===== src/design/its_pkg.sv =====
`timescale 1ns / 1ps
package its_pkg;
  localparam int MAX_TERMS = 256;
  localparam int NW = $clog2(MAX_TERMS + 1);
  localparam logic [31:0] HALF_PI = 32'd421657428;
  localparam logic [31:0] QUARTER_PI = 32'd210828714;
  localparam logic [31:0] ONE_Q24 = 32'h0100_0000;
  localparam logic [1:0] ACT_ASIN = 2'd0;
  localparam logic [1:0] ACT_ACOS = 2'd1;
  localparam logic [1:0] ACT_ATAN = 2'd2;
  localparam logic [1:0] ACT_NONE = 2'd3;
  // shared divider jobs
  localparam logic [1:0] DIV_RATIO = 2'd0;
  localparam logic [1:0] DIV_TERM = 2'd1;
  localparam logic [1:0] DIV_RECIP = 2'd2;

  typedef struct packed {
    logic [1:0] action;
    logic signed [31:0] x;
  } in_word_t;

  typedef struct packed {
    logic signed [31:0] angle;
    logic invalid;
  } out_word_t;

  typedef enum logic [3:0] {
    S_IDLE, S_RECIP, S_SQ, S_TEST, S_MUL, S_SCALE, S_RAT, S_DIVD, S_FIN, S_OUT
  } state_t;
endpackage


===== src/design/inverse_trig_series_top.sv =====
`timescale 1ns / 1ps
// Inverse trig (asin / acos / atan) by series in fixed point.
// Input word: action (0 asin, 1 acos, 2 atan) and x, signed Q8.24, on
// in_valid / in_ready. Output word: angle, signed Q3.28, and invalid, on
// out_valid / out_ready. One word in flight at a time: in_ready is high only
// while idle and no result is held.
// From the input handshake to out_valid the steps are square, last test,
// finish and output, plus per series term, for asin/acos: multiply, scale
// by 2n-1, ratio divide by 2n, divide by 2n+1, test; for atan: multiply,
// divide by 2n+1, test; up to MAX_TERMS-1 terms. atan with |x|>1 adds a
// reciprocal divide up front. |x| exactly one goes straight to output,
// invalid words through finish and output.
// All divides go through one shared shift/subtract unit, one quotient bit
// per cycle; one shared multiplier does the square, the term and the scale.
// thr (term threshold) is written by cfg_we/cfg_data, reset value 4.
// The user must write it only while idle; the block does not enforce it.
// Reset empties the block and drops any pending result. While the receiver
// stalls the result is held and no new word is taken; the next word is taken
// the cycle after the result is accepted.
module inverse_trig_series_top (
  input  logic clk,
  input  logic rst,
  input  logic in_valid,
  output logic in_ready,
  input  its_pkg::in_word_t in_data,
  output logic out_valid,
  input  logic out_ready,
  output its_pkg::out_word_t out_data,
  input  logic cfg_we,
  input  logic [20:0] cfg_data
);
  its_pkg::state_t state, state_next;
  logic [20:0] thr;
  logic [1:0] act;
  logic neg, big, atn;
  logic [27:0] m, s;
  logic [28:0] t;
  logic signed [34:0] sum;
  logic [its_pkg::NW-1:0] n;
  logic [1:0] divsel;
  // shared divider: dividend shifted out of dq, remainder in rem
  logic [52:0] dq;
  logic [33:0] rem, dv;
  logic [5:0] cnt;
  logic [33:0] trial;
  logic [52:0] quo;
  // shared multiplier
  logic [28:0] mul_a;
  logic [27:0] mul_b;
  logic [61:0] prod;
  logic [28:0] tn;
  logic [31:0] in_mag;
  logic signed [31:0] unit_angle;
  logic signed [34:0] fin;

  assign trial = {rem[32:0], dq[52]};
  assign quo = {dq[51:0], trial >= dv};
  assign mul_a = (state == its_pkg::S_SQ) ? {1'b0, m} : t;
  assign mul_b = (state == its_pkg::S_SQ) ? m :
                 (state == its_pkg::S_SCALE) ? 28'({n, 1'b0} - 1'b1) : s;
  assign prod = 62'(mul_a) * 62'(mul_b);
  assign tn = 29'(prod >> 28);
  assign in_mag = in_data.x[31] ? 32'(-in_data.x) : 32'(in_data.x);
  assign in_ready = (state == its_pkg::S_IDLE) && !out_valid;

  always_comb begin
    state_next = state;
    case (state)
      its_pkg::S_IDLE: begin
        if (in_valid && in_ready) begin
          if (in_data.action == its_pkg::ACT_NONE) state_next = its_pkg::S_FIN;
          else if (in_mag == its_pkg::ONE_Q24) state_next = its_pkg::S_OUT;
          else if (in_mag < its_pkg::ONE_Q24) state_next = its_pkg::S_SQ;
          else if (in_data.action == its_pkg::ACT_ATAN) state_next = its_pkg::S_RECIP;
          else state_next = its_pkg::S_FIN;
        end
      end
      its_pkg::S_RECIP: if (cnt == 6'd0) state_next = its_pkg::S_SQ;
      its_pkg::S_SQ: state_next = its_pkg::S_TEST;
      its_pkg::S_TEST: begin
        if (n < its_pkg::NW'(its_pkg::MAX_TERMS) && t >= 29'(thr))
          state_next = its_pkg::S_MUL;
        else state_next = its_pkg::S_FIN;
      end
      its_pkg::S_MUL: state_next = atn ? its_pkg::S_DIVD : its_pkg::S_SCALE;
      its_pkg::S_SCALE: state_next = its_pkg::S_RAT;
      its_pkg::S_RAT: if (cnt == 6'd0) state_next = its_pkg::S_DIVD;
      its_pkg::S_DIVD: if (cnt == 6'd0) state_next = its_pkg::S_TEST;
      its_pkg::S_FIN: state_next = its_pkg::S_OUT;
      its_pkg::S_OUT: state_next = its_pkg::S_IDLE;
      default: state_next = its_pkg::S_IDLE;
    endcase
  end

  // angle for |x| exactly one
  always_comb begin
    case (in_data.action)
      its_pkg::ACT_ASIN:
        unit_angle = in_data.x[31] ? -$signed(its_pkg::HALF_PI) : $signed(its_pkg::HALF_PI);
      its_pkg::ACT_ACOS:
        unit_angle = in_data.x[31] ? $signed(its_pkg::HALF_PI << 1) : 32'sd0;
      its_pkg::ACT_ATAN:
        unit_angle = in_data.x[31] ? -$signed(its_pkg::QUARTER_PI)
                                   : $signed(its_pkg::QUARTER_PI);
      default: unit_angle = 32'sd0;
    endcase
  end

  // final angle from the series sum
  always_comb begin
    fin = 35'sd0;
    if (atn) begin
      if (big) fin = $signed({3'd0, its_pkg::HALF_PI}) - sum;
      else fin = sum;
      if (neg) fin = -fin;
    end else begin
      fin = neg ? -sum : sum;
      if (act == its_pkg::ACT_ACOS) fin = $signed({3'd0, its_pkg::HALF_PI}) - fin;
    end
  end

  always_ff @(posedge clk) begin
    if (rst) begin
      state <= its_pkg::S_IDLE;
      out_valid <= 1'b0;
      thr <= 21'd4;
    end else begin
      state <= state_next;
      if (cfg_we) thr <= cfg_data;
      if (out_valid && out_ready) out_valid <= 1'b0;
      case (state)
        its_pkg::S_IDLE: begin
          if (in_valid && in_ready) begin
            act <= in_data.action;
            neg <= in_data.x[31];
            atn <= in_data.action == its_pkg::ACT_ATAN;
            big <= in_data.action == its_pkg::ACT_ATAN && in_mag > its_pkg::ONE_Q24;
            n <= its_pkg::NW'(1);
            m <= {in_mag[23:0], 4'd0};
            t <= {1'b0, in_mag[23:0], 4'd0};
            sum <= 35'({in_mag[23:0], 4'd0});
            // reciprocal 2^52 / |x|, only run for atan with |x| > 1
            dq <= {1'b1, 52'd0};
            rem <= 34'd0;
            dv <= 34'(in_mag);
            cnt <= 6'd52;
            divsel <= its_pkg::DIV_RECIP;
            out_data.invalid <= in_data.action == its_pkg::ACT_NONE ||
              (in_mag > its_pkg::ONE_Q24 && in_data.action != its_pkg::ACT_ATAN);
            out_data.angle <= (in_mag == its_pkg::ONE_Q24) ? unit_angle : 32'sd0;
          end
        end
        its_pkg::S_RECIP, its_pkg::S_RAT, its_pkg::S_DIVD: begin
          if (cnt != 6'd0) begin
            rem <= (trial >= dv) ? trial - dv : trial;
            dq <= quo;
            cnt <= cnt - 6'd1;
          end else if (divsel == its_pkg::DIV_RECIP) begin
            m <= 28'(quo);
            t <= 29'(quo);
            sum <= 35'(quo);
          end else if (divsel == its_pkg::DIV_RATIO) begin
            t <= 29'(quo);
            dq <= {4'd0, 29'(quo), 20'd0};
            rem <= 34'd0;
            dv <= 34'({n, 1'b1});
            cnt <= 6'd32;
            divsel <= its_pkg::DIV_TERM;
          end else begin
            if (atn && n[0]) sum <= sum - 35'(quo);
            else sum <= sum + 35'(quo);
            n <= n + its_pkg::NW'(1);
          end
        end
        its_pkg::S_SQ: s <= 28'(prod >> 28);
        its_pkg::S_MUL: begin
          t <= tn;
          if (atn) begin
            dq <= {4'd0, tn, 20'd0};
            rem <= 34'd0;
            dv <= 34'({n, 1'b1});
            cnt <= 6'd32;
            divsel <= its_pkg::DIV_TERM;
          end
        end
        // t * (2n-1), 37 bits, then divided by 2n
        its_pkg::S_SCALE: begin
          dq <= {prod[36:0], 16'd0};
          rem <= 34'd0;
          dv <= 34'({n, 1'b0});
          cnt <= 6'd36;
          divsel <= its_pkg::DIV_RATIO;
        end
        its_pkg::S_FIN: if (!out_data.invalid) out_data.angle <= 32'(fin);
        its_pkg::S_OUT: out_valid <= 1'b1;
        default: ;
      endcase
    end
  end
endmodule


===== config.mk =====
export PLATFORM = sky130hd
export DESIGN_NAME = inverse_trig_series_top
export DESIGN_NICKNAME = d
export VERILOG_FILES = /design/src/design/its_pkg.sv /design/src/design/inverse_trig_series_top.sv
export SDC_FILE = /design/constraint.sdc
export NUM_CORES = 2
export LEC_CHECK = 0
export BUFFER_PORTS_ARGS = -buffer_cell sky130_fd_sc_hd__buf_4
export CAP_MARGIN = 0
export CORE_ASPECT_RATIO = 1.1
export CORE_MARGIN = 8
export CORE_UTILIZATION = 52
export CTS_CLUSTER_DIAMETER = 120
export DETAILED_ROUTE_END_ITERATION = 7
export GPL_TIMING_DRIVEN = 0
export PLACE_DENSITY = 0.79
export SLEW_MARGIN = 20
export SYNTH_ARGS = -nofsm -noshare
export SYNTH_HDL_FRONTEND = slang
export SYNTH_SLANG_ARGS = --single-unit
export TNS_END_PERCENT = 1

===== constraint.sdc =====
create_clock -name clk -period 17.7 [get_ports clk]
set_input_delay 3.54 -clock clk [delete_from_list [all_inputs] [get_ports clk]]
set_output_delay 3.54 -clock clk [all_outputs]
set_load 0.02 [all_outputs]

==> impl_metrics.json <==
{
  "post-route-drc-count": 0,
  "synth_nets": 7000,
  "drt.antenna.violating_nets": 0,
  "synthCells": 5937,
  "final_hold_viol_count": 0,
  "fill_cells": 8480,
  "row_count": 119,
  "ios": 95,
  "yosysSeqAreaShare_pct": 18.4,
  "synth-edff-count": 290,
  "crit_path_start_kind": "flop",
  "worst-path-max-fanout": 10,
  "cts_resized": 0,
  "tightest_slew_ns": 1.33,
  "async_flop_share_pct": 0,
  "grt_usage_pct": 34.9,
  "wl_per_cell_um": 25.6,
  "place_congestion": 1.07,
  "min_period_ns": 12.80,
  "hold_class": "reg2reg",
  "start_util_pct": 52.5,
  "grt_pass1_vias": 45800,
  "vias_per_cell": 6.19,
  "port_buffers": 89,
  "overflow": 0,
  "clk_pin_slew_worst_paths_ns": 0.07,
  "period_share_pct": 72.3,
  "drt-total-wl_um": 189000,
  "slew_headroom_pct": 10.7,
  "cap_viol_max_count": 0,
  "fp.dieH_um": 342,
  "grt_pass1_wl_um": 283000,
  "syn_area_per_cell_um2": 8.46,
  "synth_cell_types": 94,
  "yosysWarnings": 0,
  "max_freq_ghz": 0.0781,
  "grt_setup_unrepaired": "no",
  "placedCellCount": 7316,
  "cts_buffers": 36,
  "setup_violations": 0,
  "grt_antenna_before_repair": 5,
  "cp_slowest_cell": "o31ai_1",
  "postPlaceCellArea_um2": 52900,
  "drtIter0Drc": 5568,
  "dieArea_um2": 107000,
  "synth.cell_area_um2": 50200,
  "path_common_cell": "fa_1",
  "cts-root-buf": "clkbuf_16",
  "end_kind": "flop",
  "fin_tns_setup_ns": 0,
  "vias": 45700,
  "required_ns": 18.12,
  "cts_setup_buffers": 0,
  "core-area_um2": 95700,
  "pre_cts_ws_ns": 5.37,
  "worstPathArrival_ns": 13.21,
  "design_area_um2": 54100,
  "criticalPathCategory": "reg2reg",
  "drive_gt1_share_pct": 4.30,
  "dp.final_hpwl_um": 154000,
  "first_pass_iters": 8,
  "grt_start_max_net_pins": 30,
  "synth-main-ff-cell": "edfxtp_1",
  "critical_path.max_stage_delay_ns": 0.93,
  "cts.sinks": 316,
  "fin_ws_ns": 4.90,
  "clock_path_buffers": 3,
  "outcome": "finished, final reports clean",
  "htreeDepth": 2,
  "finClkSkew_ns": 0.0259,
  "nets": 7147,
  "yosys_register_bits": 316,
  "cts_tree": "built",
  "postCtsHoldBufs": 0,
  "timing.final.max_slew_violations": 0,
  "fin_cells": 7385,
  "die_w_um": 312,
  "syn2layout_area_growth_pct": 7.70,
  "clk_latency_ns": 0.58
}
-- cell usage in the layout (no fill, tap or decap), types with 41 or more instances in the layout --
cell type  Yosys  layout
nand2_1      844     844
and3_1        42      42
a21o_1        83      83
clkbuf_1     293     295
xor2_1       123     120
a21oi_1      269     268
nor3_1        65      65
xnor2_1      159     158
fa_1         702     702
inv_1        980     980
mux2i_1       58      58
edfxtp_1     290     290
nand3_1       74      74
o21ai_0      195     192
and2_1        64      64
nor2_1       631     627
o31ai_1       41      41
ha_1         301     301
buf_4          0      92
o21a_1        44      44
-- per-stage QoR --
step,hold slack [ns],util (%)
after CTS,0.502,56.5
after global placement,0.475,54.8
after floorplan,0.460,-
after detailed placement,0.483,55.2
final,0.499,56.5
after global routing,0.515,56.5
-- worst paths after layout --
path	cells after the start	endpoint	start	slack, ns
max reg2reg	32	t[13]	state[2]	4.90
min	2	thr[12]	thr[12]	0.50
min reg2reg	2	thr[12]	thr[12]	0.50
max	32	t[13]	state[2]	4.90
-- final cells by class --
| type | instances | area (um2) | area share (%) |
|---|---|---|---|
| clock buffers | 39 | 922 | 1.70 |
| plain buffers | 350 | 1350 | 2.50 |
| clock inverters | 27 | 265 | 0.490 |
| inverters | 984 | 3690 | 6.83 |
| repair buffers | 109 | 943 | 1.74 |
| well taps | 1270 | 1590 | 2.94 |
| flip-flops and latches | 316 | 9230 | 17.1 |
| multi-input cells | 4287 | 36100 | 66.7 |
| diodes | 3 | 7.51 | 0.0139 |
-- layer usage --
| layer | global-route usage (%) | routed length (um) | part of all wire [%] | vias to the layer above |
|---|---|---|---|---|
| met5 | 0 | 14 | 0.0074 | - |
| met1 | 43.0 | 67400 | 36 | 22100 |
| li1 | - | - | - | 19500 |
| met2 | 52.2 | 80000 | 42 | 3237 |
| met3 | 8.76 | 22800 | 12 | 873 |
| met4 | 27.0 | 19100 | 10 | 2 |
-- sequential cells by signal, summed over array words and instances, names as in the netlist --
| register | flops |
|---|---|
| big | 1 |
| out_data | 33 |
| neg | 1 |
| act | 2 |
| sum | 32 |
| atn | 1 |
| dv | 32 |
| t | 29 |
| divsel | 2 |
| cnt | 6 |
| m | 28 |
| state | 4 |
| thr | 21 |
| out_valid | 1 |
| dq | 53 |
| rem | 33 |
| s | 28 |
| n | 9 |
-- cell usage after synthesis (all sizes together) (35+ instances only) --
cell type,number,area [um2]
edfxtp,290,8710
nand2b,41,264
nand3,74,370
and3,42,263
a21oi,270,1360
o211ai,40,300
clkbuf,293,1100
a211oi,35,263
mux2i,58,581
o21ai,213,1070
ha,301,3770
nor2,632,2380
fa,702,14100
o21a,44,330
a21o,83,623
nand4,35,225
xnor2,159,1390
xor2,123,1080
nor3,65,325
and2,66,413
nand2,844,3170
buf,57,254
inv,981,3680
o31ai,43,333
-- kinds of logic (layout without fill, tap and decap cells) --
kind of cell	Yosys count	count (layout)	share of synthesized area [%]
adders and majority gates	1003	1003	35.5
DFF	316	316	18.4
and+or+nand+nor	1958	1958	17.1
xor gates and xnor gates	282	282	4.92
buffers and inverters	1334	1509	10.0
other	0	3	0
muxes	62	62	1.25
AOI/OAI and AO/OA	982	982	12.9
-- worst max-delay path, delay by kind of cell (launching register included) --
family | cells | cell delay (ns)
flip-flops | 1 | 0.32
AO/OA/AOI/OAI | 7 | 2.73
AND/OR/NAND/NOR | 6 | 1.68
buffers and inverters | 10 | 3.17
XOR/XNOR | 1 | 0.81
adder cells (fa/ha/maj) | 8 | 3.89
Power is left out: the tool's default activity adds up to more than one toggle a clock period on the data nets, which glitch-free logic cannot reach.
